File: src/hdl/mbkm_pkg.sv
// Shared types, constants and address decode helpers for the memory bus
// with keyboard matrix. No dependencies.
`default_nettype none

package mbkm_pkg;

    localparam int RAM_AW = 16;
    localparam int ROM_AW = 14;
    localparam int DATA_W = 8;

    localparam logic [RAM_AW-1:0] KEYPORT_ADDR = 16'hDC01;
    localparam logic [RAM_AW-1:0] ROWSEL_ADDR  = 16'hDC00;
    localparam logic [RAM_AW-1:0] RAM_LAST     = 16'hFFFF;
    localparam logic [DATA_W-1:0] ROW_IDLE     = 8'hFF;

    typedef enum logic [1:0] {
        FUNC_READ     = 2'd0,
        FUNC_WRITE    = 2'd1,
        FUNC_ROM_LOAD = 2'd2,
        FUNC_KEY      = 2'd3
    } func_t;

    typedef enum logic {
        ST_CLEAR,
        ST_RUN
    } state_t;

    typedef enum logic [1:0] {
        SRC_RAM,
        SRC_ROM,
        SRC_KEYS
    } rd_src_t;

    typedef struct packed {
        logic              en;
        logic              we;
        logic [RAM_AW-1:0] addr;
        logic [DATA_W-1:0] wdata;
    } ram_cmd_t;

    typedef struct packed {
        logic              en;
        logic              we;
        logic [ROM_AW-1:0] addr;
        logic [DATA_W-1:0] wdata;
    } rom_cmd_t;

    // Per-transaction controls from the sequencer to the datapath.
    typedef struct packed {
        logic    read;
        rd_src_t src;
        logic    key_ev;
        logic    sel_we;
    } acc_t;

    // The ROM windows are 0xA000-0xBFFF and 0xE000-0xFFFF.
    function automatic logic in_rom_window(input logic [RAM_AW-1:0] a);
        return a[15] & a[13];
    endfunction

    // The low window maps to entries 0-8191 and the high window above it.
    function automatic logic [ROM_AW-1:0] rom_index(input logic [RAM_AW-1:0] a);
        return {a[14], a[12:0]};
    endfunction

endpackage

`default_nettype wire

File: src/hdl/mbkm_keys.sv
// Keyboard matrix, row-select shadow of RAM[0xDC00] and the row scan.
// Depends on mbkm_pkg.
`default_nettype none

module mbkm_keys
    import mbkm_pkg::*;
(
    input  wire logic              clk,
    input  wire logic              rst_n,
    input  wire logic              key_ev,
    input  wire logic [2:0]        key_row,
    input  wire logic [2:0]        key_col,
    input  wire logic              key_down,
    input  wire logic              sel_we,
    input  wire logic [DATA_W-1:0] sel_data,
    output logic      [DATA_W-1:0] scan
);

    logic [DATA_W-1:0] matrix_reg [8];
    logic [DATA_W-1:0] sel_reg;

    always_ff @(posedge clk or negedge rst_n)
    begin
        if (!rst_n)
        begin
            for (int r = 0; r < 8; r++)
            begin
                matrix_reg[r] <= ROW_IDLE;
            end
            sel_reg <= '0;
        end
        else
        begin
            if (key_ev)
            begin
                matrix_reg[key_row][key_col] <= ~key_down;
            end
            if (sel_we)
            begin
                sel_reg <= sel_data;
            end
        end
    end

    // Rows are active low: a cleared select bit pulls that row into the scan.
    always_comb
    begin
        scan = ROW_IDLE;
        for (int r = 0; r < 8; r++)
        begin
            if (!sel_reg[r])
            begin
                scan = scan & matrix_reg[r];
            end
        end
    end

endmodule

`default_nettype wire

File: config.mk
export PLATFORM = sky130hd
export DESIGN_NAME = mbkm_keys
export DESIGN_NICKNAME = d
export VERILOG_FILES = /design/src/hdl/mbkm_pkg.sv /design/src/hdl/mbkm_keys.sv
export SDC_FILE = /design/constraint.sdc
export NUM_CORES = 1
export LEC_CHECK = 0
export BUFFER_PORTS_ARGS = -buffer_cell sky130_fd_sc_hd__buf_4
export CORE_MARGIN = 10
export CORE_UTILIZATION = 35
export DETAILED_ROUTE_END_ITERATION = 7
export GPL_TIMING_DRIVEN = 0
export PLACE_DENSITY_LB_ADDON = 0.15
export REMOVE_ABC_BUFFERS = 1
export SYNTH_ARGS = -nofsm -noshare
export SYNTH_HDL_FRONTEND = slang
export SYNTH_SLANG_ARGS = --single-unit
File: constraint.sdc
create_clock -name clk -period 1.24 [get_ports clk]
set_input_delay 0.248 -clock clk [delete_from_list [all_inputs] [get_ports clk]]
set_output_delay 0.248 -clock clk [all_outputs]
set_load 0.1 [all_outputs]
* Word level (Yosys, flattened, before mapping) *
Index checks and enable logic that the tools add are counted.

storage, ports and cells
  output and inout bits = 8
  flip-flop bits (word level) = 72
  bits of input ports = 19

cells by class
  bitwise operators = 9
  reductions and logical operators = 2
  magnitude comparators = 4
  multiplexer cells = 13

operators by type and width
  operator              count
  $mux W8               9
  $bwmux W64            1
  $and A8 B8 Y8         7
  $demux W8 S3          1
  $ge A4 B4 Y1 const B  1
  $lt A3 B4 Y1 const B  1
  $lt A4 B1 Y1 const B  1
  $not A3 Y4            1
  $demux W1 S3          1
  $ge A3 B1 Y1 const B  1
  $logic_and A1 B1 Y1   2
  $mux W1               1
  $not A1 Y1            1

* Longest topological paths before layout *
Gate-level depths: netlist of the first run.

  depth in word-level cells = 15
  gate-level depth with buffers = 5
  gate-level depth less buffers = 3

* Worst setup path before layout of the first run *
No wires, ideal clock.

  path type = reg-to-output
  start point = register sel_reg[5]
  end point = output scan[7]
  path slack = -2623 ps
  data arrival time = 3615 ps
  stages on the path, launching flop included = 4
  required time = 992 ps
  buffers on the path = 1
  cells stage by stage = dfrtp_1 -> clkbuf_1 -> o22ai_1 -> nor4_1

between the ends
  word-level cells in the longest chain between the ends = 5

ends and longest elaborated chain
  what                    line             RTL
  start, declared         mbkm_keys.sv:20  logic [DATA_W-1:0] sel_reg;
  start signal, assigned  mbkm_keys.sv:40  sel_reg <= sel_data;
  $mux W8 (*)             mbkm_keys.sv:51  if (!sel_reg[r])
  $and A8 B8 Y8           mbkm_keys.sv:53  scan = scan & matrix_reg[r];
  $mux W8 (*)             mbkm_keys.sv:51
  $and A8 B8 Y8           mbkm_keys.sv:53
  $mux W8 (*)             mbkm_keys.sv:51
  end, declared           mbkm_keys.sv:16  output logic [DATA_W-1:0] scan

Every way passes the cells marked *; elsewhere a longest branch is shown, timed or not.

* Worst setup path in the final report of the first run *
  start point = register sel_reg[2]
  end point = output scan[0]

between the ends
  word-level cells in the longest chain between the ends = 11

ends and longest elaborated chain
  what           line
  $mux W8 (*)    mbkm_keys.sv:51
  $and A8 B8 Y8  mbkm_keys.sv:53
  $mux W8 (*)    mbkm_keys.sv:51
  $and A8 B8 Y8  mbkm_keys.sv:53
  $mux W8 (*)    mbkm_keys.sv:51
  $and A8 B8 Y8  mbkm_keys.sv:53
  $mux W8 (*)    mbkm_keys.sv:51
  $and A8 B8 Y8  mbkm_keys.sv:53
  $mux W8 (*)    mbkm_keys.sv:51
  $and A8 B8 Y8  mbkm_keys.sv:53
  $mux W8 (*)    mbkm_keys.sv:51

Marks and branches as above.

==> flow_metrics.tcl, run 1 <==
set metrics [dict create \
    rsz0062_at_grt "true" \
    io_buffer_count 26 \
    drtAntennaViolNets 0 \
    yosysUniqueCellTypes 26 \
    hold_buffers 0 \
    first_iter_violations 259 \
    die_area_sq_um 14500 \
    drc 0 \
    finalNetCount 351 \
    maxCapViolCount 0 \
    holdWs_ns 0.0277 \
    cts_buffers 9 \
    tns_ns -4.46 \
    initial_core_util_pct 36.0 \
    r2r_setup_slack_ns 0.27 \
    routed_wl_microns 10100 \
    crit_arrival_ns 1.58 \
    status "finished with violations" \
    wl_met1_microns 4650 \
    grt_max_degree 73 \
    timing.final.ws_setup_ns -0.592 \
    seqPwrFrac_pct 43.3 \
    crit-reg2reg-capture "sel_reg[2]$_DFFE_PN0P_" \
    clock_power_share_pct 35.5 \
    yosys_warnings 0 \
    post-route-period-util_pct 148 \
    max_freq_ghz 0.546 \
    vdd_drop_max_uv 559 \
    hpwl_microns 5310 \
    power.switching_w 0.00215 \
    grt_antenna_before_repair 0 \
    track_usage_pct 13.9 \
    synthXorXnorAreaFrac_pct 0 \
    synthCells 313 \
    power.leakage_nw 1.73 \
    synth_compound_area_share_pct 23.4 \
    placed_area_sq_um 3580 \
    hp-class "input port to async pin" \
    layout_common_cells "dfstp_2, a31oi_1, a21oi_1" \
    core_sq_um 9770 \
    synth_simple_gate_area_share_pct 8.63 \
    startpoint_type "flip-flop" \
    clk_latency_ns 0.33 \
    ys_seq_area_share_pct 53.4 \
    antennaDiodeCount 0 \
    drive_above_1_share_pct 54.9 \
    wl_met3_microns 741 \
    relSlewSlack_pct 38.2 \
    die_h_microns 120 \
    dr.pass1.iters 4 \
    setup_violations 8 \
    fin_worst_skew_ns 0 \
    largest_reg_flops 64 \
    worstMarginPinSlew_ns 0.926 \
    grt_pass1_wl_microns 15600 \
    internal_power_w 0.00563 \
    area_delta_synth_final_pct 25.8 \
    syn_area_sq_um 3520 \
    path_max_fanout 5 \
    cts_max_level 3 \
    r2r_start "sel_reg[2]$_DFFE_PN0P_" \
    die_x_microns 120 \
    grt.overflow.total 0 \
    endpoint_kind "output port" \
    synthMuxAreaShare_pct 5.11 \
    synth_top_family_by_area "compound AO/OA/AOI/OAI gates" \
    place_ws_ns -0.545 \
    grt_pass1_vias 2600 \
    cts_sinks 72 \
    crit_required_ns 0.99 \
    maxUsedRoutingLayer "met4" \
    wl_met2_microns 4530 \
    clockBufferDepth 2 \
    power.share.combinational_pct 21.2 \
    final_common_cell "dfstp_2" \
    via_per_inst 5.68 \
    reg2reg_depth 2 \
    num_vias 2668 \
    post-route-util_pct 45.3 \
    rows 36 \
    synth-adder-area-share_pct 0 \
    cts_tree "yes" \
    gp_congestion 0.738 \
    finalCriticalPeriod_ns 1.83 \
    nFillCells 897 \
    slew_viol_final 0 \
    p_per_area_nw_per_um2 1750 \
    violations "setup timing" \
    root_buffer "clkbuf_8" \
    wl_per_cell_microns 21.5 \
    switching_share_pct 27.6 \
    clk_pin_slew_worst_paths_ns 0.08 \
    io_pins 27 \
    ys_ff_latch 72 \
    syn_area_per_cell_sq_um 11.3 \
    timing.final.hold_violations 0 \
    path_class "flip-flop to output port" \
    design_area_sq_um 4430 \
]
## logic make-up (layout without fill, tap and decap cells)
group | count (synthesis) | after routing
AOI/OAI and AO/OA | 142 | 142
buffers and inverters | 50 | 74
DFF | 72 | 72
muxes | 17 | 17
and+or+nand+nor | 32 | 32
## critical path: stages (launching register included)
cell and delay [ns]:
dfrtp_2 0.39, buf_8 0.15, o22ai_2 0.11, nor4_4 0.31
buf_6 0.27
## layout make-up
type                       instances  area (sq um)  area share (%)
sequential                        72          1890            42.7
inverter                           9          33.8           0.762
tap                              133           166            3.75
clock inverter                     5           150            3.39
multi-input combinational        191          1560            35.1
timing repair buffer              49           483            10.9
clock buffer                      11           151            3.42
## synth_stat cells
library cell   n  share of area (%)
dfrtp_1        8                5.7
and4bb_4       1               0.46
nand4_1        8                1.4
nor3_2         1               0.28
nor3b_4        3                1.6
clkbuf_8       3                1.2
buf_4          7                1.5
clkbuf_2       2               0.28
a31oi_1       55                9.8
mux2_2         8                2.6
dfstp_2       64                 48
clkbuf_1      14                1.5
and3b_2        3               0.85
buf_6         11                3.5
nor4_1         8                1.4
nor4b_4        1               0.67
buf_2          4               0.57
inv_1          9               0.96
nand2_1        1               0.11
and4_1         1               0.25
and4bb_2       2               0.71
a21oi_2        1               0.25
and4b_1        3               0.85
mux2i_1        9                2.6
o22ai_1       32                5.7
a21oi_1       54                7.7
## worst max path at each step
| stage | start | to | slack (ns) | cells after the start |
|---|---|---|---|---|
| 2_1_floorplan | matrix_reg[46]$_DFFE_PN1P_ | scan[6] | -2.55 | 2 |
| 5_1_grt | matrix_reg[42]$_DFFE_PN1P_ | scan[2] | -0.66 | 3 |
| 4_1_cts | matrix_reg[44]$_DFFE_PN1P_ | scan[4] | -0.66 | 3 |
| 3_3_place_gp | sel_reg[2]$_DFFE_PN0P_ | scan[0] | -0.60 | 3 |
| 3_5_place_dp | sel_reg[2]$_DFFE_PN0P_ | scan[0] | -0.54 | 3 |
| 6_report | sel_reg[2]$_DFFE_PN0P_ | scan[0] | -0.59 | 4 |
## power groups by stage
stage               sequential, W  clock, W  combinational (W)
detailed placement        0.00342         0            0.00113
global placement          0.00341         0            0.00111
CTS                       0.00332   0.00280            0.00150
finish                    0.00337   0.00276            0.00165
floorplan                 0.00328         0           0.000800
global route              0.00343   0.00294            0.00178
## routing by layer
| metal | up-vias | global-route usage [%] |
|---|---|---|
| li1 | 1255 | - |
| met5 | - | 0 |
| met4 | 0 | 5.28 |
| met1 | 1319 | 19.6 |
| met3 | 12 | 2.61 |
| met2 | 82 | 20.7 |
## metrics by stage
stage | instances | power (W)
global placement | 431 | 0.00451
detailed placement | 431 | 0.00455
global route | 470 | 0.00815
finish | 470 | 0.00778
CTS | 469 | 0.00763
floorplan | 272 | 0.00408
## repair_timing
action	CTS	global route
setup buffers	22	1
pin swaps	12	9
gates resized for setup	41	30
gates cloned	0	0
endpoints found under the setup margin	16	22
(Power assumes the default switching activity.)
==> run 2: changes to the inputs <==
--- a/config.mk
+++ b/config.mk
@@ -6,6 +6,7 @@
 export NUM_CORES = 1
 export LEC_CHECK = 0
 export BUFFER_PORTS_ARGS = -buffer_cell sky130_fd_sc_hd__buf_4
+export CORE_ASPECT_RATIO = 2
 export CORE_MARGIN = 10
 export CORE_UTILIZATION = 35
 export DETAILED_ROUTE_END_ITERATION = 7
==> run 2 against run 1 <==
Net effect: the flow still finishes with violations (setup timing); fmax is 0.60% higher; combinational power up 2%; clock power increased by 9.8%; clock-buffer cell count is the same; highest routed layer unchanged; die area up 1.7%; cell area increased by 2.6%; largest power group unchanged; setup slack improved by 0.011 ns; sequential cell count did not move; largest cell class unchanged; critical endpoint is now scan[4]; core utilization rose by 1.2 points; via count is 2.6% higher; clock skew unchanged.
==> flow_metrics.tcl, run 2 (same netlist as run 1, synthesis figures left out) <==
set metrics [dict create \
    status "finished with violations" \
    violations "setup timing" \
    place_inst 430 \
    initial_core_util_pct 36.1 \
    die_x_microns 90.9 \
    track_usage_pct 14.2 \
    design_area_sq_um 4550 \
    final_cells 474 \
    clk_pin_slew_worst_paths_ns 0.05 \
    dr.pass1.iters 5 \
    die_area_sq_um 14700 \
    slew_viol_final 0 \
    die_h_microns 162 \
    internal_power_w 0.00588 \
    timing.final.hold_violations 0 \
    startpoint_type "flip-flop" \
    cts_buffers 9 \
    maxUsedRoutingLayer "met4" \
    power.switching_w 0.00221 \
    clock_power_share_pct 37.4 \
    path_cells "buf_12 -> buf_6 -> o22ai_4 -> nor4_4 -> buf_6" \
    root_buffer "clkbuf_16" \
    routed_wl_microns 10400 \
    timing.final.ws_setup_ns -0.581 \
    worstMarginPinSlew_ns 0.920 \
    seqPwrFrac_pct 41.7 \
    setup_violations 8 \
    drive_above_1_share_pct 55.6 \
    layout_common_cells "dfstp_2, a31oi_1, a21oi_1" \
    hpwl_microns 5650 \
    rows 51 \
    grt_max_degree 73 \
    crit_family "buffers and inverters" \
    drc 0 \
    io_pins 27 \
    grt_pass1_wl_microns 16100 \
    grt.overflow.total 0 \
    path_class "flip-flop to output port" \
    maxCapViolCount 0 \
    switching_share_pct 27.4 \
    wl_per_cell_microns 21.9 \
    tns_ns -4.45 \
    endpoint_kind "output port" \
    path_max_fanout 3 \
    placed_area_sq_um 3580 \
    finalNetCount 356 \
    cts_tree "yes" \
    grt_antenna_before_repair 0 \
    io_buffer_count 26 \
    antennaDiodeCount 0 \
    p_per_area_nw_per_um2 1780 \
    core_sq_um 9760 \
    wl_met2_microns 5440 \
    rsz0062_at_grt "true" \
    clockBufferDepth 2 \
    post-route-period-util_pct 147 \
    wl_met3_microns 542 \
    crit_arrival_ns 1.57 \
    grt_pass1_vias 2681 \
    via_per_inst 5.78 \
    max_stage_delay_ns 0.41 \
    gp_congestion 0.686 \
    path_buf_inv 3 \
    drtAntennaViolNets 0 \
    post-route-util_pct 46.6 \
    crit_path_top_delay_cell "dfrtp_2" \
    cpMostUsedCell "buf_6" \
    fin_worst_skew_ns 0 \
    power.share.combinational_pct 20.8 \
    max_freq_ghz 0.549 \
    finalCriticalPeriod_ns 1.82 \
    largest_reg_flops 64 \
    clk_latency_ns 0.33 \
    vdd_drop_max_uv 832 \
    num_vias 2738 \
    holdWs_ns 0.0790 \
    first_iter_violations 175 \
    hp-class "input port to async pin" \
    cts_sinks 72 \
    cts_max_level 3 \
    r2r_setup_slack_ns 0.28 \
    area_delta_synth_final_pct 29.0 \
    crit_required_ns 0.99 \
    power.leakage_nw 1.78 \
    final_common_cell "dfstp_2" \
    relSlewSlack_pct 38.7 \
    wl_met1_microns 4280 \
]
[run 2: changes by cell type in the layout (fill, tap and decap cells not counted), moves of 2 or more]
cell	change
buf_4	-4
clkbuf_8	-9
clkbuf_16	+9
bufinv_16	-2
buf_6	+9
[run 2: final timing paths]
check,start,depth (start not counted),end
worst max-delay path,sel_reg[3]$_DFFE_PN0P_,5,scan[4]
worst min-delay path,rst_n,1,sel_reg[3]$_DFFE_PN0P_
worst max register to register,sel_reg[5]$_DFFE_PN0P_,2,sel_reg[5]$_DFFE_PN0P_
worst min register to register,matrix_reg[39]$_DFFE_PN1P_,2,matrix_reg[39]$_DFFE_PN1P_
max in group asynchronous,rst_n,1,sel_reg[2]$_DFFE_PN0P_
min in group clk,sel_data[0],2,sel_reg[0]$_DFFE_PN0P_
[run 2: power groups by stage]
stage	Combinational (W)	Sequential, W	Clock, W
4_1_cts	0.00156	0.00333	0.00309
5_1_grt	0.00183	0.00343	0.00318
3_3_place_gp	0.00110	0.00340	0
3_5_place_dp	0.00114	0.00342	0
2_1_floorplan	0.000800	0.00328	0
6_report	0.00169	0.00338	0.00303
[run 2: layout make-up]
type | instances | area (sq um)
Multi-Input combinational cell | 191 | 1540
Fill cell | 924 | 5220
Timing Repair Buffer | 54 | 559
Sequential cell | 72 | 1890
Clock inverter | 5 | 103
Clock buffer | 11 | 253
Tap cell | 132 | 165
Inverter | 9 | 33.8
[run 2: metal layers]
metal / vias to the layer above / global-route usage, %
met5: - / 0
met4: 0 / 4.73
met3: 6 / 3.09
met2: 74 / 23.6
met1: 1395 / 17.8
li1: 1263 / -
[run 2: per-stage QoR]
stage          setup slack (ns)  total power (W)
2_1_floorplan             -2.55          0.00408
3_3_place_gp             -0.568          0.00450
3_5_place_dp             -0.561          0.00455
4_1_cts                  -0.631          0.00798
5_1_grt                  -0.628          0.00845
6_report                 -0.581          0.00809
[run 2: worst reg2reg max path, cell delays in order, from the launching register on]
cell     delay [ns]
dfrtp_2        0.41
buf_4          0.17
mux2_2         0.26
[run 2: what timing repair did]
action                     in CTS  in global routing
gates resized for setup        45                 32
buffers inserted               25                  3
cloned                          0                  0
hold buffers                    0                  0
pin swaps                      11                  9
setup endpoints to repair      17                 26
==> run 3: changes to the inputs <==
--- a/config.mk
+++ b/config.mk
@@ -6,6 +6,8 @@
 export NUM_CORES = 1
 export LEC_CHECK = 0
 export BUFFER_PORTS_ARGS = -buffer_cell sky130_fd_sc_hd__buf_4
+export CELL_PAD_IN_SITES_DETAIL_PLACEMENT = 1
+export CELL_PAD_IN_SITES_GLOBAL_PLACEMENT = 1
 export CORE_ASPECT_RATIO = 2
 export CORE_MARGIN = 10
 export CORE_UTILIZATION = 35
==> run 3 against run 2 <==
Net effect: the flow still finishes with violations (setup timing); sequential power about the same; fmax decreased by 2.0%; clock power decreased by 17%; global-route usage rose by 0.63 points; routed wire length rose by 8.1%; combinational power up 5%; first-iteration DRC count up 0.57%; hold slack about the same; clock-buffer cell count rose by 2; cell area grew 1.0%; critical endpoint is now scan[5]; largest cell class unchanged; largest power group unchanged.
==> flow_metrics.tcl, run 3 (same netlist as run 1, synthesis figures left out) <==
set metrics [dict create \
    status "finished with violations" \
    violations "setup timing" \
    startpoint_type "flip-flop" \
    endpoint_kind "output port" \
    final_common_cell "dfstp_2" \
    wl_met1_microns 4960 \
    grt_antenna_before_repair 0 \
    cts_max_level 3 \
    power.leakage_nw 1.79 \
    holdWs_ns 0.0789 \
    grt_max_degree 73 \
    finalCriticalPeriod_ns 1.86 \
    slew_viol_final 0 \
    crit_required_ns 0.99 \
    place_inst 430 \
    max_freq_ghz 0.538 \
    path_cells "buf_12 -> o22ai_4 -> nor4_4 -> buf_6" \
    initial_core_util_pct 36.1 \
    largest_reg_flops 64 \
    grt_pass1_vias 2765 \
    vdd_drop_max_uv 764 \
    first_iter_violations 176 \
    drive_above_1_share_pct 55.8 \
    gp_congestion 0.676 \
    clk_latency_ns 0.33 \
    timing.final.hold_violations 0 \
    fin_worst_skew_ns 0 \
    layout_common_cells "dfstp_2, a31oi_1, a21oi_1" \
    hold_buffers 0 \
    grt.overflow.total 0 \
    rows 51 \
    core_sq_um 9760 \
    grt_pass1_wl_microns 16800 \
    path_class "flip-flop to output port" \
    die_area_sq_um 14700 \
    dr.pass1.iters 4 \
    maxCapViolCount 0 \
    root_buffer "clkbuf_16" \
    antennaDiodeCount 0 \
    cts_tree "yes" \
    area_delta_synth_final_pct 30.4 \
    tns_ns -4.64 \
    drtAntennaViolNets 0 \
    die_h_microns 162 \
    post-route-period-util_pct 150 \
    num_vias 2758 \
    via_per_inst 5.77 \
    p_per_area_nw_per_um2 1670 \
    clockBufferDepth 2 \
    hpwl_microns 6000 \
    relSlewSlack_pct 38.0 \
    io_pins 27 \
    power.total_w 0.00769 \
    routed_wl_microns 11200 \
    wl_per_cell_microns 23.5 \
    max_stage_delay_ns 0.48 \
    crit_arrival_ns 1.61 \
    r2r_setup_slack_ns 0.26 \
    path_max_fanout 7 \
    final_cells 478 \
    wl_met3_microns 230 \
    maxUsedRoutingLayer "met4" \
    setup_violations 8 \
    io_buffer_count 26 \
    finalNetCount 360 \
    cts_sinks 72 \
    cts_buffers 9 \
    crit_path_top_delay_cell "dfrtp_2" \
    timing.final.ws_setup_ns -0.619 \
    wl_met2_microns 5680 \
    worstMarginPinSlew_ns 0.930 \
    track_usage_pct 14.8 \
    hp-class "input port to async pin" \
    clk_pin_slew_worst_paths_ns 0.06 \
    die_x_microns 90.9 \
    rsz0062_at_grt "true" \
    drc 0 \
]
run 3: critical path, delay by kind of cell (launching register included):
kind	cells	cell delay [ns]
AND/OR/NAND/NOR	1	0.30
AO/OA/AOI/OAI	1	0.06
buffers and inverters	2	0.42
flip-flops	1	0.48
run 3: power by group:
part / internal, W / leakage, nW / switching (W) / total (W)
Combinational: 0.000799 / 0.893 / 0.000983 / 0.00178
Clock: 0.00151 / 0.145 / 0.000990 / 0.00250
Sequential: 0.00307 / 0.756 / 0.000339 / 0.00341
Total: 0.00538 / 1.79 / 0.00231 / 0.00769
run 3: final cells by class:
cell class              count  area [sq um]
fillers                  1022          5170
flip-flops and latches     72          1890
multi-input cells         191          1570
repair buffers             58           646
clock buffers              13           270
well taps                 132           165
inverters                   9          33.8
clock inverters             3          15.0
run 3: layer usage:
layer | track usage [%] | vias to the layer above
met5 | 0 | -
met4 | 7.16 | 0
met3 | 2.54 | 14
met2 | 24.6 | 50
met1 | 18.0 | 1424
li1 | - | 1270
run 3: path summary, 6_finish.rpt:
kind,cells after the start,start,end
max,4,sel_reg[3]$_DFFE_PN0P_,scan[5]
min,1,rst_n,sel_reg[1]$_DFFE_PN0P_
max reg2reg,2,sel_reg[2]$_DFFE_PN0P_,sel_reg[2]$_DFFE_PN0P_
min reg2reg,2,matrix_reg[55]$_DFFE_PN1P_,matrix_reg[55]$_DFFE_PN1P_
max in group asynchronous,1,rst_n,sel_reg[6]$_DFFE_PN0P_
min in group clk,2,sel_data[7],sel_reg[7]$_DFFE_PN0P_
run 3: timing repair:
action,4_1_cts,5_1_grt
resized for setup,44,29
pin swaps,7,9
setup buffers,21,11
setup endpoints to repair,21,24
run 3: through the flow:
step                util (%)  cell area, sq um  setup WS (ns)
CTS                     44.0              4300         -0.639
finish                  47.1              4590         -0.619
global placement        36.7              3580         -0.571
global route            47.1              4590         -0.675
floorplan                  -              3220          -2.55
detailed placement      36.7              3580         -0.573
