--- config.mk ---
export PLATFORM = sky130hd
export DESIGN_NAME = mbkm_ctrl
export DESIGN_NICKNAME = d
export VERILOG_FILES = /design/src/hdl/mbkm_pkg.sv /design/src/hdl/mbkm_ctrl.sv
export SDC_FILE = /design/constraint.sdc
export NUM_CORES = 1
export LEC_CHECK = 0
export ABC_AREA = 1
export ABC_CLOCK_PERIOD_IN_PS = 2830
export BUFFER_PORTS_ARGS = -buffer_cell sky130_fd_sc_hd__buf_2
export CORE_UTILIZATION = 30
export DETAILED_ROUTE_END_ITERATION = 8
export GPL_TIMING_DRIVEN = 1
export PLACE_DENSITY = 0.6
export SLEW_MARGIN = 10
export SYNTH_ARGS = -nofsm -noshare
export SYNTH_HDL_FRONTEND = slang
export SYNTH_SLANG_ARGS = --single-unit
--- constraint.sdc ---
create_clock -name clk -period 2.83 [get_ports clk]
set_input_delay 0.849 -clock clk [delete_from_list [all_inputs] [get_ports clk]]
set_output_delay 0.849 -clock clk [all_outputs]
set_load 0.02 [all_outputs]
--- src/hdl/mbkm_pkg.sv ---
// Shared types, constants and address decode helpers for the memory bus
// with keyboard matrix. No dependencies.
`default_nettype none

package mbkm_pkg;

    localparam int RAM_AW = 16;
    localparam int ROM_AW = 14;
    localparam int DATA_W = 8;

    localparam logic [RAM_AW-1:0] KEYPORT_ADDR = 16'hDC01;
    localparam logic [RAM_AW-1:0] ROWSEL_ADDR  = 16'hDC00;
    localparam logic [RAM_AW-1:0] RAM_LAST     = 16'hFFFF;
    localparam logic [DATA_W-1:0] ROW_IDLE     = 8'hFF;

    typedef enum logic [1:0] {
        FUNC_READ     = 2'd0,
        FUNC_WRITE    = 2'd1,
        FUNC_ROM_LOAD = 2'd2,
        FUNC_KEY      = 2'd3
    } func_t;

    typedef enum logic {
        ST_CLEAR,
        ST_RUN
    } state_t;

    typedef enum logic [1:0] {
        SRC_RAM,
        SRC_ROM,
        SRC_KEYS
    } rd_src_t;

    typedef struct packed {
        logic              en;
        logic              we;
        logic [RAM_AW-1:0] addr;
        logic [DATA_W-1:0] wdata;
    } ram_cmd_t;

    typedef struct packed {
        logic              en;
        logic              we;
        logic [ROM_AW-1:0] addr;
        logic [DATA_W-1:0] wdata;
    } rom_cmd_t;

    // Per-transaction controls from the sequencer to the datapath.
    typedef struct packed {
        logic    read;
        rd_src_t src;
        logic    key_ev;
        logic    sel_we;
    } acc_t;

    // The ROM windows are 0xA000-0xBFFF and 0xE000-0xFFFF.
    function automatic logic in_rom_window(input logic [RAM_AW-1:0] a);
        return a[15] & a[13];
    endfunction

    // The low window maps to entries 0-8191 and the high window above it.
    function automatic logic [ROM_AW-1:0] rom_index(input logic [RAM_AW-1:0] a);
        return {a[14], a[12:0]};
    endfunction

endpackage

`default_nettype wire

--- src/hdl/mbkm_ctrl.sv ---
// Sequencer: RAM clearing pass after reset, then decode of each bus
// transaction into memory commands. Depends on mbkm_pkg.
`default_nettype none

module mbkm_ctrl
    import mbkm_pkg::*;
(
    input  wire logic              clk,
    input  wire logic              rst_n,
    input  wire logic              req_valid,
    input  wire logic [1:0]        func,
    input  wire logic [RAM_AW-1:0] address,
    input  wire logic [DATA_W-1:0] data,
    input  wire logic              s1_free,
    input  wire logic [DATA_W-1:0] scan,
    output logic                   req_ready,
    output ram_cmd_t               ram_cmd,
    output rom_cmd_t               rom_cmd,
    output acc_t                   acc
);

    state_t            state_reg, state_next;
    logic [RAM_AW-1:0] clr_cnt_reg, clr_cnt_next;
    logic              accept;
    func_t             op;

    always_ff @(posedge clk or negedge rst_n)
    begin
        if (!rst_n)
        begin
            state_reg   <= ST_CLEAR;
            clr_cnt_reg <= '0;
        end
        else
        begin
            state_reg   <= state_next;
            clr_cnt_reg <= clr_cnt_next;
        end
    end

    always_comb
    begin
        op           = func_t'(func);
        state_next   = state_reg;
        clr_cnt_next = clr_cnt_reg;
        req_ready    = 1'b0;
        accept       = 1'b0;
        ram_cmd      = '{en: 1'b0, we: 1'b0, addr: address, wdata: data};
        rom_cmd      = '{en: 1'b0, we: 1'b0, addr: rom_index(address), wdata: data};
        acc          = '{read: 1'b0, src: SRC_RAM, key_ev: 1'b0, sel_we: 1'b0};

        case (state_reg)
            ST_CLEAR:
            begin
                ram_cmd.en    = 1'b1;
                ram_cmd.we    = 1'b1;
                ram_cmd.addr  = clr_cnt_reg;
                ram_cmd.wdata = '0;
                clr_cnt_next  = clr_cnt_reg + 1'b1;
                if (clr_cnt_reg == RAM_LAST)
                begin
                    state_next = ST_RUN;
                end
            end
            ST_RUN:
            begin
                req_ready = s1_free;
                accept    = req_valid & s1_free;
                if (accept)
                begin
                    case (op)
                        FUNC_READ:
                        begin
                            acc.read = 1'b1;
                            if (address == KEYPORT_ADDR)
                            begin
                                // The scanned value is also stored back in RAM.
                                acc.src       = SRC_KEYS;
                                ram_cmd.en    = 1'b1;
                                ram_cmd.we    = 1'b1;
                                ram_cmd.wdata = scan;
                            end
                            else if (in_rom_window(address))
                            begin
                                acc.src    = SRC_ROM;
                                rom_cmd.en = 1'b1;
                            end
                            else
                            begin
                                acc.src    = SRC_RAM;
                                ram_cmd.en = 1'b1;
                            end
                        end
                        FUNC_WRITE:
                        begin
                            ram_cmd.en = 1'b1;
                            ram_cmd.we = 1'b1;
                            acc.sel_we = (address == ROWSEL_ADDR);
                        end
                        FUNC_ROM_LOAD:
                        begin
                            rom_cmd.en = in_rom_window(address);
                            rom_cmd.we = 1'b1;
                        end
                        FUNC_KEY:
                        begin
                            acc.key_ev = 1'b1;
                        end
                        default:
                        begin
                            acc.key_ev = 1'b0;
                        end
                    endcase
                end
            end
            default:
            begin
                state_next = ST_CLEAR;
            end
        endcase
    end

endmodule

`default_nettype wire

Word level (Yosys, flattened, before mapping)
Cells that the tools add are included.
{"block": "word_totals", "inputBits": 38, "output_inout_bits": 56, "regBits": 17, "wordCells": 40}
{"block": "classes", "muxes": 27, "bitwise": 3, "reduce_logical": 1, "n_eq_ne": 6, "addsub": 1}
{"operator": "equality test 16 bit (second input constant)", "count": 3}
{"operator": "2-to-1 mux 8 bit", "count": 3}
{"operator": "adder 16 x 1 -> 16 bit (second input constant)", "count": 1}
{"operator": "2-to-1 mux 16 bit", "count": 1}
{"operator": "one-hot mux 8 bit (2 select lines)", "count": 1}
{"operator": "2-to-1 mux 1 bit", "count": 12}
{"operator": "2-to-1 mux 5 bit", "count": 2}
{"operator": "2-to-1 mux 2 bit", "count": 4}
{"operator": "one-hot mux 2 bit (2 select lines)", "count": 2}
{"operator": "equality test 2 bit (second input constant)", "count": 2}
{"operator": "2-to-1 mux 3 bit", "count": 1}
{"operator": "AND 1 bit", "count": 2}
{"operator": "equality test 2 x 1 -> 1 bit (second input constant)", "count": 1}
{"operator": "logical NOT 2 bit", "count": 1}
{"operator": "one-hot mux 1 bit (2 select lines)", "count": 1}
{"operator": "inverter 1 bit", "count": 1}

Depth between registers and ports, before layout
Gate-level depths: netlist of the first run.
{"block": "depth", "ltp_word": 6, "ltp_mapped": 10, "mapped_depth_nobuf": 9}

Worst setup path before layout of the first run
OpenSTA, ideal clock, no wires.
{"block": "synth_timing", "path_type": "input to output", "startpoint": "in address[6]", "endpoint": "out acc[3] (netlist bit)", "t_arrival_ps": 1723, "required_time_ps": 1981, "n_path_buf": 1, "stages": 6, "slack_ps": 258, "path_cell_list": "nor2_1 -> nand2_1 -> nor2_2 -> nand3_4 -> buf_6 -> nor2_1"}
{"item": "start, declared", "line_no": "mbkm_ctrl.sv:12", "text": "input wire logic [RAM_AW-1:0] address,"}
{"item": "end, declared", "line_no": "mbkm_ctrl.sv:19", "text": "output acc_t acc"}

==> report_table.html, run 1 <==
<table>
<tr><th>Metric</th><th>Value</th></tr>
<tr><th colspan="2">Worst setup path</th></tr>
<tr><td>Maximum single-stage delay on the critical path</td><td>230 ps</td></tr>
<tr><td>Arr. time, crit path</td><td>1950 ps</td></tr>
<tr><td>Instance count on the critical path</td><td>9</td></tr>
<tr><td>Crit path capture type</td><td>output pin</td></tr>
<tr><td>Crit-path slowest cell</td><td>sky130_fd_sc_hd__nor2_4</td></tr>
<tr><td>Logic depth of the worst register-to-register path</td><td>9</td></tr>
<tr><td>Critical Path Sink</td><td>ram_cmd[5]</td></tr>
<tr><td>Reg-to-reg critical path endpoint</td><td>clr_cnt_reg[12]</td></tr>
<tr><td>Start of the worst register-to-register path</td><td>state_reg</td></tr>
<tr><td>Type of element launching the critical path</td><td>primary input</td></tr>
<tr><td>Crit path max-delay family</td><td>simple AND/OR/NAND/NOR gates</td></tr>
<tr><td>Critical path origin</td><td>address[4]</td></tr>
<tr><td>Required time at the worst-slack endpoint</td><td>1980 ps</td></tr>
<tr><td>Most prevalent standard cell on the critical path</td><td>sky130_fd_sc_hd__nand2_1</td></tr>
<tr><td>Minimum setup slack among reg-to-reg paths</td><td>1340 ps</td></tr>
<tr><td>Cells along the critical path</td><td>buf_2, nor2_2, nand2_2, nor2_4, nand3_4, nand2_1, nand2_1, nor2_1, buf_4</td></tr>
<tr><td>Crit path buffers/inverters</td><td>2</td></tr>
<tr><td>Largest fanout of any net on the critical path</td><td>5</td></tr>
<tr><td>Worst setup path category</td><td>primary input to output pin</td></tr>
<tr><th colspan="2">Finish</th></tr>
<tr><td>Combined area of the multi-input logic cells</td><td>911 µm²</td></tr>
<tr><td>Layout area overhead</td><td>39.3%</td></tr>
<tr><td>Leading cell type in the layout, fill and taps excluded</td><td>sky130_fd_sc_hd__buf_2</td></tr>
<tr><td>Number of flip-flops under the largest register name</td><td>16</td></tr>
<tr><td>Total non-filler cell area in the finished layout</td><td>0.00217 mm²</td></tr>
<tr><td>Area used by sequential logic in the layout</td><td>425 µm²</td></tr>
<tr><td>Layout cell share with drive strength beyond 1</td><td>0.450</td></tr>
<tr><td>Most frequent cells in the layout</td><td>sky130_fd_sc_hd__buf_2 (83), sky130_fd_sc_hd__nand2_1 (63), sky130_fd_sc_hd__inv_1 (27)</td></tr>
<tr><td>Final Instance Count excl. Fillers</td><td>387</td></tr>
<tr><td>Final layout net count</td><td>360</td></tr>
<tr><td>Antenna fix cells</td><td>0</td></tr>
<tr><td>Layout filler cell count</td><td>511</td></tr>
<tr><td>Post-route core utilization</td><td>0.447</td></tr>
<tr><th colspan="2">Detailed routing</th></tr>
<tr><td>First-pass iteration count of the detailed router</td><td>4</td></tr>
<tr><td>Count of unresolved DRC violations after routing</td><td>0</td></tr>
<tr><td>Routed wire length per instance</td><td>11.6 µm</td></tr>
<tr><td>Via Count</td><td>1,694</td></tr>
<tr><td>Post-detailed-routing wire length</td><td>4480 µm</td></tr>
<tr><td>Initial DRC Count</td><td>28</td></tr>
<tr><td>Count of antenna-violating nets left after detailed routing</td><td>0</td></tr>
<tr><td>Avg Vias per Cell</td><td>4.38</td></tr>
<tr><th colspan="2">Floorplan</th></tr>
<tr><td>Number of top-level pins</td><td>94</td></tr>
<tr><td>Area inside the core boundary</td><td>0.00485 mm²</td></tr>
<tr><td>Total die area</td><td>0.00548 mm²</td></tr>
<tr><td>Die H</td><td>74 µm</td></tr>
<tr><td>Row count</td><td>25</td></tr>
<tr><td>Initial core utilization</td><td>0.321</td></tr>
<tr><td>Horizontal die dimension</td><td>74 µm</td></tr>
<tr><th colspan="2">Pwr</th></tr>
<tr><td>Portion of total power attributed to the clock network</td><td>0.337</td></tr>
<tr><td>Logic gate share of total power</td><td>0.212</td></tr>
<tr><td>Sequential cell fraction of total power</td><td>0.451</td></tr>
<tr><td>Net Switching</td><td>0.149 mW</td></tr>
<tr><td>Max rail drop VDD</td><td>0.176 mV</td></tr>
<tr><td>Power density over cell area</td><td>249 mW/mm²</td></tr>
<tr><td>Post-route total power</td><td>0.539 mW</td></tr>
<tr><td>Internal Dissipation</td><td>0.390 mW</td></tr>
<tr><td>Static Leakage</td><td>1.18 nW</td></tr>
<tr><td>Switching part of the total power</td><td>0.277</td></tr>
<tr><th colspan="2">Placed design</th></tr>
<tr><td>HPWL Detailed</td><td>3310 µm</td></tr>
<tr><td>Total placed instance area</td><td>0.00192 mm²</td></tr>
<tr><td>Buffers on Ports</td><td>93</td></tr>
<tr><td>Count of placed standard cells including taps</td><td>378</td></tr>
<tr><td>Weighted congestion at the end of routability-driven global placement</td><td>0.762</td></tr>
<tr><td>Setup WS pre-CTS</td><td>-42.0 ps</td></tr>
<tr><th colspan="2">STA</th></tr>
<tr><td>Final Hold Viols</td><td>0</td></tr>
<tr><td>Setup TNS</td><td>0 ps</td></tr>
<tr><td>Final hold slack</td><td>493 ps</td></tr>
<tr><td>Slew at the pin with the worst max-slew slack</td><td>397 ps</td></tr>
<tr><td>Final worst path period share</td><td>0.988</td></tr>
<tr><td>Fin Clk Skew</td><td>0.857 ps</td></tr>
<tr><td>Slack of the critical path</td><td>32.6 ps</td></tr>
<tr><td>Time the final worst path needs with I/O delays and setup</td><td>2800 ps</td></tr>
<tr><td>Max Clk Rate</td><td>357 MHz</td></tr>
<tr><td>Worst max-slew margin expressed relative to the limit</td><td>0.735</td></tr>
<tr><td>Total setup violations reported at the end of the flow</td><td>0</td></tr>
<tr><td>Max Transition Viols Final</td><td>0</td></tr>
<tr><td>Setup repair after global routing missed its margin</td><td>true</td></tr>
<tr><th colspan="2">Clock network</th></tr>
<tr><td>Clock-pin slew on the worst setup and hold paths</td><td>70 ps</td></tr>
<tr><td>H-tree levels</td><td>1</td></tr>
<tr><td>Cts bufs inserted</td><td>3</td></tr>
<tr><td>Worst-skew pair later-pin latency</td><td>250 ps</td></tr>
<tr><td>Library cell used as clock root buffer</td><td>sky130_fd_sc_hd__clkbuf_8</td></tr>
<tr><td>Clk buf depth</td><td>2</td></tr>
<tr><td>CTS tree</td><td>done</td></tr>
<tr><td>Count of hold buffers inserted by post-cts repair</td><td>0</td></tr>
<tr><td>Clock net sink count</td><td>17</td></tr>
<tr><th colspan="2">Yosys</th></tr>
<tr><td>Number of nets produced by synthesis</td><td>282</td></tr>
<tr><td>Syn Inst Count</td><td>243</td></tr>
<tr><td>Synthesized flop and latch total</td><td>17</td></tr>
<tr><td>Proportion of synthesized chip area in sequential cells</td><td>0.274</td></tr>
<tr><td>Yosys warning count</td><td>0</td></tr>
<tr><td>Cell Area, Synth</td><td>0.00156 mm²</td></tr>
<tr><td>Synth cell types</td><td>26</td></tr>
<tr><td>Avg Inst Size Synth</td><td>6.40 µm²</td></tr>
<tr><th colspan="2">GRT</th></tr>
<tr><td>Pin count of the biggest net entering global routing</td><td>28</td></tr>
<tr><td>Global-route total usage across every layer</td><td>0.146</td></tr>
<tr><td>Vias in the first global route</td><td>1,381</td></tr>
<tr><td>First-pass GRT wire length</td><td>6190 µm</td></tr>
<tr><td>Initial antenna violation count</td><td>0</td></tr>
<tr><td>Total congestion overflow</td><td>0</td></tr>
<tr><th colspan="2">Outcome</th></tr>
<tr><td>Run status</td><td>complete, no violations</td></tr>
<tr><th colspan="2">Hold path</th></tr>
<tr><td>Type of the most critical hold path</td><td>register to register</td></tr>
<tr><th colspan="2">Flow run</th></tr>
<tr><td>Max-cap check violation count</td><td>0</td></tr>
</table>
[logic make-up (layout without fill, tap and decap cells)]
logic type	count (synthesis)	after routing	synth area share
and+or+nand+nor	137	139	0.391
adders and majority gates	1	1	0.00804
AOI/OAI and AO/OA	16	16	0.0539
buffers and inverters	62	137	0.217
DFF	17	17	0.274
xor gates and xnor gates	10	10	0.0563
[cell usage after synthesis (all sizes together)]
library cell | n | area share
nor3 | 8 | 0.026
nand2 | 75 | 0.19
nor4 | 2 | 0.0080
clkbuf | 2 | 0.0048
xor2 | 8 | 0.045
a31o | 1 | 0.0056
o21ai | 13 | 0.042
nand4 | 3 | 0.016
nand3 | 8 | 0.037
buf | 26 | 0.13
dfrtp | 17 | 0.27
xnor2 | 2 | 0.011
inv | 34 | 0.084
a21oi | 2 | 0.0064
nor2 | 41 | 0.12
ha | 1 | 0.0080
[per-layer routing]
metal | GRT usage | routed length (µm)
met5 | 0 | 0
met4 | 0.0385 | 35
met3 | 0.0190 | 209
met2 | 0.260 | 2310
met1 | 0.184 | 1920
[cell type report]
class	instances	area share
repair buffers	99	0.261
inverters	34	0.0624
multi-input cells	166	0.421
flip-flops and latches	17	0.196
well taps	67	0.0387
clock buffers	4	0.0208
[what timing repair did]
action                                  in CTS  in global routing
pin swaps                                    1                 16
cloned                                       1                  1
resized for setup                            1                 47
endpoints found under the setup margin       2                  7
setup buffers                                0                  3
[worst min-delay path by stage]
| stage | from | endpoint | slack, ps | cells after the start |
|---|---|---|---|---|
| after floorplan | clr_cnt_reg[15] | clr_cnt_reg[15] | 460 | 2 |
| after global placement | clr_cnt_reg[3] | clr_cnt_reg[3] | 480 | 1 |
| after detailed placement | clr_cnt_reg[4] | clr_cnt_reg[4] | 480 | 1 |
| after CTS | clr_cnt_reg[4] | clr_cnt_reg[4] | 490 | 1 |
| after global routing | clr_cnt_reg[4] | clr_cnt_reg[4] | 520 | 1 |
| final | clr_cnt_reg[4] | clr_cnt_reg[4] | 490 | 1 |
[power groups by stage]
stage,Sequential (mW),Combinational (mW),Clock [mW]
floorplan,0.248,0.0591,0
global placement,0.248,0.0933,0
detailed placement,0.248,0.0935,0
CTS,0.243,0.0944,0.188
global route,0.243,0.125,0.197
finish,0.243,0.114,0.181
(Power assumes the default switching activity.)
==> run 2, diff against run 1 <==
--- a/config.mk
+++ b/config.mk
@@ -6,10 +6,11 @@
 export NUM_CORES = 1
 export LEC_CHECK = 0
 export ABC_AREA = 1
-export ABC_CLOCK_PERIOD_IN_PS = 2830
+export ABC_CLOCK_PERIOD_IN_PS = 2850
 export BUFFER_PORTS_ARGS = -buffer_cell sky130_fd_sc_hd__buf_2
 export CORE_UTILIZATION = 30
 export DETAILED_ROUTE_END_ITERATION = 8
+export GPL_ROUTABILITY_DRIVEN = 1
 export GPL_TIMING_DRIVEN = 1
 export PLACE_DENSITY = 0.6
 export SLEW_MARGIN = 10
==> constraint.sdc (replaced) <==
create_clock -name clk -period 2.85 [get_ports clk]
set_input_delay 0.855 -clock clk [delete_from_list [all_inputs] [get_ports clk]]
set_output_delay 0.855 -clock clk [all_outputs]
set_load 0.02 [all_outputs]
==> run 2 against run 1 <==
Effect of this change: core utilization decreased by 2.5 points; clock-buffer cell count unchanged; largest cell class unchanged; clock power decreased by 2%; global-route usage increased by 0.12 points; non-clock buffer count decreased by 4; via count decreased by 2.5%; first-iteration DRC count increased by 32%.
==> report_table.html, run 2 (synthesized netlist as in run 1, its figures left out) <==
<table>
<tr><th>Metric</th><th>Value</th></tr>
<tr><th colspan="2">Clock network</th></tr>
<tr><td>Count of hold buffers inserted by post-cts repair</td><td>0 (unchanged)</td></tr>
<tr><td>H-tree levels</td><td>1 (unchanged)</td></tr>
<tr><td>CTS tree</td><td>done (unchanged)</td></tr>
<tr><td>Clock-pin slew on the worst setup and hold paths</td><td>60 ps (was 70 ps)</td></tr>
<tr><td>Clk buf depth</td><td>2 (unchanged)</td></tr>
<tr><td>Worst-skew pair later-pin latency</td><td>250 ps (about the same)</td></tr>
<tr><td>Clock net sink count</td><td>17 (unchanged)</td></tr>
<tr><td>Cts bufs inserted</td><td>3 (unchanged)</td></tr>
<tr><td>Library cell used as clock root buffer</td><td>sky130_fd_sc_hd__clkbuf_8 (unchanged)</td></tr>
<tr><th colspan="2">Detailed routing</th></tr>
<tr><td>Count of unresolved DRC violations after routing</td><td>0 (unchanged)</td></tr>
<tr><td>Avg Vias per Cell</td><td>4.31 (was 4.38)</td></tr>
<tr><td>Post-detailed-routing wire length</td><td>4270 µm (was 4480 µm)</td></tr>
<tr><td>Count of antenna-violating nets left after detailed routing</td><td>0 (unchanged)</td></tr>
<tr><td>Initial DRC Count</td><td>37 (was 28)</td></tr>
<tr><td>Via Count</td><td>1,652 (was 1,694)</td></tr>
<tr><td>First-pass iteration count of the detailed router</td><td>4 (unchanged)</td></tr>
<tr><td>Routed wire length per instance</td><td>11.2 µm (was 11.6 µm)</td></tr>
<tr><th colspan="2">Hold path</th></tr>
<tr><td>Type of the most critical hold path</td><td>register to register (unchanged)</td></tr>
<tr><th colspan="2">Placed design</th></tr>
<tr><td>Total placed instance area</td><td>0.00190 mm² (was 0.00192 mm²)</td></tr>
<tr><td>Setup WS pre-CTS</td><td>-70.7 ps (was -42.0 ps)</td></tr>
<tr><td>Buffers on Ports</td><td>93 (unchanged)</td></tr>
<tr><td>Weighted congestion at the end of routability-driven global placement</td><td>0.750 (was 0.762)</td></tr>
<tr><td>HPWL Detailed</td><td>3290 µm (was 3310 µm)</td></tr>
<tr><td>Count of placed standard cells including taps</td><td>376 (was 378)</td></tr>
<tr><th colspan="2">STA</th></tr>
<tr><td>Final Hold Viols</td><td>0 (unchanged)</td></tr>
<tr><td>Max Clk Rate</td><td>359 MHz</td></tr>
<tr><td>Slew at the pin with the worst max-slew slack</td><td>439 ps (was 397 ps)</td></tr>
<tr><td>Time the final worst path needs with I/O delays and setup</td><td>2790 ps</td></tr>
<tr><td>Total setup violations reported at the end of the flow</td><td>0 (unchanged)</td></tr>
<tr><td>Fin Clk Skew</td><td>2.32 ps (was 0.857 ps)</td></tr>
<tr><td>Slack of the critical path</td><td>61.5 ps (was 32.6 ps)</td></tr>
<tr><td>Worst max-slew margin expressed relative to the limit</td><td>0.707 (was 0.735)</td></tr>
<tr><td>Final worst path period share</td><td>0.978</td></tr>
<tr><td>Max Transition Viols Final</td><td>0 (unchanged)</td></tr>
<tr><th colspan="2">Finish</th></tr>
<tr><td>Number of flip-flops under the largest register name</td><td>16 (unchanged)</td></tr>
<tr><td>Total non-filler cell area in the finished layout</td><td>0.00204 mm² (was 0.00217 mm²)</td></tr>
<tr><td>Final layout net count</td><td>356 (was 360)</td></tr>
<tr><td>Most frequent cells in the layout</td><td>sky130_fd_sc_hd__buf_2 (87), sky130_fd_sc_hd__nand2_1 (66), sky130_fd_sc_hd__inv_1 (28) (was sky130_fd_sc_hd__buf_2 (83), sky130_fd_sc_hd__nand2_1 (63), sky130_fd_sc_hd__inv_1 (27))</td></tr>
<tr><td>Leading cell type in the layout, fill and taps excluded</td><td>sky130_fd_sc_hd__buf_2 (unchanged)</td></tr>
<tr><td>Antenna fix cells</td><td>0 (unchanged)</td></tr>
<tr><td>Final Instance Count excl. Fillers</td><td>383 (was 387)</td></tr>
<tr><td>Layout filler cell count</td><td>525 (was 511)</td></tr>
<tr><td>Layout area overhead</td><td>31.5% (was 39.3%)</td></tr>
<tr><td>Layout cell share with drive strength beyond 1</td><td>0.424 (was 0.450)</td></tr>
<tr><th colspan="2">Pwr</th></tr>
<tr><td>Portion of total power attributed to the clock network</td><td>0.343 (was 0.337)</td></tr>
<tr><td>Net Switching</td><td>0.140 mW (was 0.149 mW)</td></tr>
<tr><td>Internal Dissipation</td><td>0.377 mW (was 0.390 mW)</td></tr>
<tr><td>Sequential cell fraction of total power</td><td>0.467 (was 0.451)</td></tr>
<tr><td>Logic gate share of total power</td><td>0.190 (was 0.212)</td></tr>
<tr><td>Switching part of the total power</td><td>0.270 (was 0.277)</td></tr>
<tr><td>Static Leakage</td><td>1.15 nW (was 1.18 nW)</td></tr>
<tr><td>Power density over cell area</td><td>253 mW/mm² (was 249 mW/mm²)</td></tr>
<tr><td>Max rail drop VDD</td><td>0.149 mV (was 0.176 mV)</td></tr>
<tr><td>Post-route total power</td><td>0.517 mW (was 0.539 mW)</td></tr>
<tr><th colspan="2">Worst setup path</th></tr>
<tr><td>Crit path max-delay family</td><td>simple AND/OR/NAND/NOR gates (unchanged)</td></tr>
<tr><td>Worst setup path category</td><td>primary input to output pin (unchanged)</td></tr>
<tr><td>Maximum single-stage delay on the critical path</td><td>210 ps (was 230 ps)</td></tr>
<tr><td>Largest fanout of any net on the critical path</td><td>4 (was 5)</td></tr>
<tr><td>Required time at the worst-slack endpoint</td><td>2000 ps (was 1980 ps)</td></tr>
<tr><td>Arr. time, crit path</td><td>1930 ps (was 1950 ps)</td></tr>
<tr><td>Type of element launching the critical path</td><td>primary input (unchanged)</td></tr>
<tr><td>Crit path capture type</td><td>output pin (unchanged)</td></tr>
<tr><td>Crit path buffers/inverters</td><td>2 (unchanged)</td></tr>
<tr><td>Cells along the critical path</td><td>buf_2, nor2_2, nand2_2, nor2_4, nand3_2, nand2_1, nand2_1, nor2_1, buf_2 (was buf_2, nor2_2, nand2_2, nor2_4, nand3_4, nand2_1, nand2_1, nor2_1, buf_4)</td></tr>
<tr><td>Crit-path slowest cell</td><td>sky130_fd_sc_hd__nor2_4 (unchanged)</td></tr>
<tr><th colspan="2">Outcome</th></tr>
<tr><td>Run status</td><td>complete, no violations (unchanged)</td></tr>
<tr><th colspan="2">GRT</th></tr>
<tr><td>Global routing met1 resource utilization</td><td>0.189 (was 0.184)</td></tr>
<tr><td>Initial antenna violation count</td><td>0 (unchanged)</td></tr>
<tr><td>Global-route total usage across every layer</td><td>0.147 (was 0.146)</td></tr>
<tr><td>GR Util met2</td><td>0.253 (was 0.260)</td></tr>
<tr><td>Total congestion overflow</td><td>0 (unchanged)</td></tr>
<tr><td>First-pass GRT wire length</td><td>6130 µm (was 6190 µm)</td></tr>
<tr><td>Vias in the first global route</td><td>1,360 (was 1,381)</td></tr>
<tr><td>Met3 routing resource usage after global routing</td><td>0.0190 (unchanged)</td></tr>
<tr><td>Grt peak-use layer</td><td>met2 (unchanged)</td></tr>
<tr><td>Pin count of the biggest net entering global routing</td><td>28 (unchanged)</td></tr>
<tr><th colspan="2">Floorplan</th></tr>
<tr><td>Number of top-level pins</td><td>94 (unchanged)</td></tr>
<tr><td>Horizontal die dimension</td><td>74 µm (unchanged)</td></tr>
<tr><td>Die H</td><td>74 µm (unchanged)</td></tr>
<tr><td>Total die area</td><td>0.00548 mm² (unchanged)</td></tr>
<tr><td>Row count</td><td>25 (unchanged)</td></tr>
<tr><td>Area inside the core boundary</td><td>0.00485 mm² (unchanged)</td></tr>
<tr><td>Initial core utilization</td><td>0.321 (unchanged)</td></tr>
<tr><th colspan="2">Flow run</th></tr>
<tr><td>Max-cap check violation count</td><td>0 (unchanged)</td></tr>
</table>
[run 2: final timing paths]
| path | slack [ps] | startpoint | cells past startpoint | to |
|---|---|---|---|---|
| min | 500 | clr_cnt_reg[5] | 1 | clr_cnt_reg[5] |
| min reg2reg | 500 | clr_cnt_reg[5] | 1 | clr_cnt_reg[5] |
| max reg2reg | 1290 | state_reg | 8 | clr_cnt_reg[12] |
| max | 60 | address[4] | 9 | ram_cmd[3] |
| min in group asynchronous | 520 | rst_n | 1 | clr_cnt_reg[9] |
| max in group asynchronous | 2050 | rst_n | 1 | clr_cnt_reg[13] |
[run 2: through the flow]
stage | hold WS (ps) | TNS [ps] | utilization
finish | 496 | 0 | 0.422
global route | 509 | -56.0 | 0.422
CTS | 494 | 0 | 0.405
detailed placement | 482 | -231 | 0.393
global placement | 483 | -209 | 0.393
floorplan | 462 | 0 | -
[run 2: cell type report]
cell class	count	area, µm²	area share
repair buffers	95	503	0.246
flip-flops and latches	17	425	0.208
well taps	67	83.8	0.0410
inverters	34	130	0.0636
multi-input cells	166	857	0.419
clock buffers	4	45.0	0.0220
[run 2: power groups by stage]
stage	Combinational, mW	Clock, mW	Sequential [mW]
after floorplan	0.0587	0	0.246
after global placement	0.0926	0	0.246
after detailed placement	0.0927	0	0.246
after CTS	0.0935	0.185	0.241
after global routing	0.108	0.194	0.241
final	0.0984	0.177	0.241
[run 2: what timing repair did]
item / 4_1_cts / 5_1_grt
pin swaps: 1 / 11
resized for setup: 1 / 21
gates cloned: 1 / 1
endpoints found under the setup margin: 8 / 8
setup buffers: 0 / 1
[run 2: metal layers]
layer,part of all wire,wire (µm)
met1,0.43,1860
met2,0.50,2140
met3,0.049,211
met4,0.015,64
met5,0,0
==> run 3, diff against run 2 <==
--- a/config.mk
+++ b/config.mk
@@ -9,6 +9,7 @@
 export ABC_CLOCK_PERIOD_IN_PS = 2850
 export BUFFER_PORTS_ARGS = -buffer_cell sky130_fd_sc_hd__buf_2
 export CORE_UTILIZATION = 30
+export CTS_BUF_LIST = sky130_fd_sc_hd__clkbuf_8
 export DETAILED_ROUTE_END_ITERATION = 8
 export GPL_ROUTABILITY_DRIVEN = 1
 export GPL_TIMING_DRIVEN = 1
==> run 3 against run 2 <==
Effect of this change: critical path depth stayed put; clock power about the same; flip-flop and latch count unchanged; clock-buffer cell count shrank 1; via count barely moved; setup slack is the same; largest power group unchanged.
==> report_table.html, run 3 (synthesized netlist as in run 1, its figures left out) <==
<table>
<tr><th>Metric</th><th>Value</th></tr>
<tr><th colspan="2">Detailed routing</th></tr>
<tr><td>Post-detailed-routing wire length</td><td>4270 µm (about the same)</td></tr>
<tr><td>Routed wire length per instance</td><td>11.2 µm (about the same)</td></tr>
<tr><td>Count of antenna-violating nets left after detailed routing</td><td>0 (unchanged)</td></tr>
<tr><td>Via Count</td><td>1,653 (was 1,652)</td></tr>
<tr><td>Max layer used</td><td>met4 (unchanged)</td></tr>
<tr><td>DR WL met3</td><td>211 µm (unchanged)</td></tr>
<tr><td>Met2 Wirelength</td><td>2140 µm (unchanged)</td></tr>
<tr><td>Initial DRC Count</td><td>35 (was 37)</td></tr>
<tr><td>First-pass iteration count of the detailed router</td><td>4 (unchanged)</td></tr>
<tr><td>Avg Vias per Cell</td><td>4.32 (was 4.31)</td></tr>
<tr><td>Metal-1 WL</td><td>1860 µm (about the same)</td></tr>
<tr><td>Count of unresolved DRC violations after routing</td><td>0 (unchanged)</td></tr>
<tr><th colspan="2">Floorplan</th></tr>
<tr><td>Initial core utilization</td><td>0.321 (unchanged)</td></tr>
<tr><td>Number of top-level pins</td><td>94 (unchanged)</td></tr>
<tr><td>Area inside the core boundary</td><td>0.00485 mm² (unchanged)</td></tr>
<tr><td>Die H</td><td>74 µm (unchanged)</td></tr>
<tr><td>Row count</td><td>25 (unchanged)</td></tr>
<tr><td>Total die area</td><td>0.00548 mm² (unchanged)</td></tr>
<tr><td>Horizontal die dimension</td><td>74 µm (unchanged)</td></tr>
<tr><th colspan="2">Finish</th></tr>
<tr><td>Combined area of the multi-input logic cells</td><td>857 µm² (unchanged)</td></tr>
<tr><td>Leading cell type in the layout, fill and taps excluded</td><td>sky130_fd_sc_hd__buf_2 (unchanged)</td></tr>
<tr><td>Final layout net count</td><td>356 (unchanged)</td></tr>
<tr><td>Post-route core utilization</td><td>0.422 (unchanged)</td></tr>
<tr><td>Number of flip-flops under the largest register name</td><td>16 (unchanged)</td></tr>
<tr><td>Layout filler cell count</td><td>525 (unchanged)</td></tr>
<tr><td>Layout area overhead</td><td>31.5% (unchanged)</td></tr>
<tr><td>Antenna fix cells</td><td>0 (unchanged)</td></tr>
<tr><td>Most frequent cells in the layout</td><td>sky130_fd_sc_hd__buf_2 (87), sky130_fd_sc_hd__nand2_1 (66), sky130_fd_sc_hd__inv_1 (29) (was sky130_fd_sc_hd__buf_2 (87), sky130_fd_sc_hd__nand2_1 (66), sky130_fd_sc_hd__inv_1 (28))</td></tr>
<tr><td>Area used by sequential logic in the layout</td><td>425 µm² (unchanged)</td></tr>
<tr><td>Layout cell share with drive strength beyond 1</td><td>0.424 (unchanged)</td></tr>
<tr><th colspan="2">Clock network</th></tr>
<tr><td>Clock net sink count</td><td>17 (unchanged)</td></tr>
<tr><td>Library cell used as clock root buffer</td><td>sky130_fd_sc_hd__clkbuf_8 (unchanged)</td></tr>
<tr><td>Clock-pin slew on the worst setup and hold paths</td><td>60 ps (about the same)</td></tr>
<tr><td>CTS tree</td><td>done (unchanged)</td></tr>
<tr><td>Worst-skew pair later-pin latency</td><td>250 ps (about the same)</td></tr>
<tr><td>Clk buf depth</td><td>2 (unchanged)</td></tr>
<tr><td>Cts bufs inserted</td><td>3 (unchanged)</td></tr>
<tr><td>H-tree levels</td><td>1 (unchanged)</td></tr>
<tr><th colspan="2">Pwr</th></tr>
<tr><td>Max rail drop VDD</td><td>0.150 mV (was 0.149 mV)</td></tr>
<tr><td>Static Leakage</td><td>1.16 nW (was 1.15 nW)</td></tr>
<tr><td>Power density over cell area</td><td>251 mW/mm² (was 253 mW/mm²)</td></tr>
<tr><td>Post-route total power</td><td>0.514 mW (was 0.517 mW)</td></tr>
<tr><th colspan="2">Worst setup path</th></tr>
<tr><td>Critical path origin</td><td>address[4] (unchanged)</td></tr>
<tr><td>Logic depth of the worst register-to-register path</td><td>8 (unchanged)</td></tr>
<tr><td>Cells along the critical path</td><td>buf_2, nor2_2, nand2_2, nor2_4, nand3_2, nand2_1, nand2_1, nor2_1, buf_2 (unchanged)</td></tr>
<tr><td>Crit-path slowest cell</td><td>sky130_fd_sc_hd__nor2_4 (unchanged)</td></tr>
<tr><td>Crit path capture type</td><td>output pin (unchanged)</td></tr>
<tr><td>Reg-to-reg critical path endpoint</td><td>clr_cnt_reg[12] (unchanged)</td></tr>
<tr><td>Worst setup path category</td><td>primary input to output pin (unchanged)</td></tr>
<tr><td>Minimum setup slack among reg-to-reg paths</td><td>1290 ps (about the same)</td></tr>
<tr><td>Critical Path Sink</td><td>ram_cmd[3] (unchanged)</td></tr>
<tr><td>Type of element launching the critical path</td><td>primary input (unchanged)</td></tr>
<tr><td>Required time at the worst-slack endpoint</td><td>2000 ps (about the same)</td></tr>
<tr><td>Start of the worst register-to-register path</td><td>state_reg (unchanged)</td></tr>
<tr><td>Maximum single-stage delay on the critical path</td><td>210 ps (about the same)</td></tr>
<tr><td>Largest fanout of any net on the critical path</td><td>4 (unchanged)</td></tr>
<tr><td>Arr. time, crit path</td><td>1930 ps (about the same)</td></tr>
<tr><th colspan="2">GRT</th></tr>
<tr><td>Pin count of the biggest net entering global routing</td><td>28 (unchanged)</td></tr>
<tr><td>Global-route total usage across every layer</td><td>0.147 (unchanged)</td></tr>
<tr><td>Total congestion overflow</td><td>0 (unchanged)</td></tr>
<tr><td>Initial antenna violation count</td><td>0 (unchanged)</td></tr>
<tr><td>First-pass GRT wire length</td><td>6130 µm (unchanged)</td></tr>
<tr><td>Vias in the first global route</td><td>1,360 (unchanged)</td></tr>
<tr><th colspan="2">STA</th></tr>
<tr><td>Time the final worst path needs with I/O delays and setup</td><td>2790 ps (unchanged)</td></tr>
<tr><td>Worst max-slew margin expressed relative to the limit</td><td>0.707 (unchanged)</td></tr>
<tr><td>Final Hold Viols</td><td>0 (unchanged)</td></tr>
<tr><td>Slack of the critical path</td><td>61.5 ps (unchanged)</td></tr>
<tr><td>Final hold slack</td><td>496 ps (unchanged)</td></tr>
<tr><td>Max Clk Rate</td><td>359 MHz (unchanged)</td></tr>
<tr><td>Total setup violations reported at the end of the flow</td><td>0 (unchanged)</td></tr>
<tr><td>Final worst path period share</td><td>0.978 (unchanged)</td></tr>
<tr><td>Slew at the pin with the worst max-slew slack</td><td>439 ps (unchanged)</td></tr>
<tr><td>Max Transition Viols Final</td><td>0 (unchanged)</td></tr>
<tr><td>Fin Clk Skew</td><td>2.50 ps (was 2.32 ps)</td></tr>
<tr><th colspan="2">Hold path</th></tr>
<tr><td>Type of the most critical hold path</td><td>register to register (unchanged)</td></tr>
<tr><td>Startpoint of the most critical hold path</td><td>clr_cnt_reg[5] (unchanged)</td></tr>
<tr><th colspan="2">Flow run</th></tr>
<tr><td>Max-cap check violation count</td><td>0 (unchanged)</td></tr>
<tr><th colspan="2">Placed design</th></tr>
<tr><td>HPWL Detailed</td><td>3290 µm (unchanged)</td></tr>
<tr><td>Setup WS pre-CTS</td><td>-70.7 ps (unchanged)</td></tr>
<tr><td>Buffers on Ports</td><td>93 (unchanged)</td></tr>
<tr><td>Weighted congestion at the end of routability-driven global placement</td><td>0.750 (unchanged)</td></tr>
<tr><th colspan="2">Outcome</th></tr>
<tr><td>Run status</td><td>complete, no violations (unchanged)</td></tr>
</table>
==> run 3: changes by cell type in the layout (fill, tap and decap cells not counted) <==
cell | before | now
sky130_fd_sc_hd__inv_1 | 28 | 29
sky130_fd_sc_hd__clkbuf_1 | 1 | 0
==> run 3: worst min-delay path by stage <==
stage	slack, ps	endpoint	cells past startpoint
finish	500	clr_cnt_reg[5]	1
floorplan	460	clr_cnt_reg[15]	2
global route	510	clr_cnt_reg[4]	1
CTS	490	clr_cnt_reg[3]	1
detailed placement	480	clr_cnt_reg[3]	1
global placement	480	clr_cnt_reg[3]	1
==> run 3: timing repair <==
item | CTS | global route
endpoints found under the setup margin | 8 | 8
gates cloned | 1 | 1
hold buffers | 0 | 0
pin swaps | 1 | 11
buffers inserted | 0 | 1
gates resized for setup | 1 | 21
==> run 3: metal layers <==
metal  vias up  global-route usage
met3         7              0.0190
li1        870                   -
met1       718               0.189
met4         0              0.0513
met5         -                   0
met2        58               0.253
==> run 3: critical path: cells and delay by family <==
kind                   cells  cell delay [ps]
AND/OR/NAND/NOR            7              790
buffers and inverters      2              290
==> run 3: area by class of cell <==
class,instances,area share
clock inverters,1,0.00184
multi-input cells,166,0.419
well taps,67,0.0410
clock buffers,3,0.0202
inverters,34,0.0636
repair buffers,95,0.246
flip-flops and latches,17,0.208
==> run 3: per-stage QoR <==
stage	cell area (µm²)	TNS (ps)	cells
floorplan	1560	0	243
global route	2040	-56.0	383
detailed placement	1900	-231	376
global placement	1900	-209	376
CTS	1960	0	381
finish	2040	0	383
==> run 3: report_power, final <==
| group | leakage, nW | internal [mW] | switching, mW |
|---|---|---|---|
| Sequential | 0.223 | 0.241 | 0 |
| Combinational | 0.907 | 0.0370 | 0.0614 |
| Clock | 0.0269 | 0.0955 | 0.0784 |
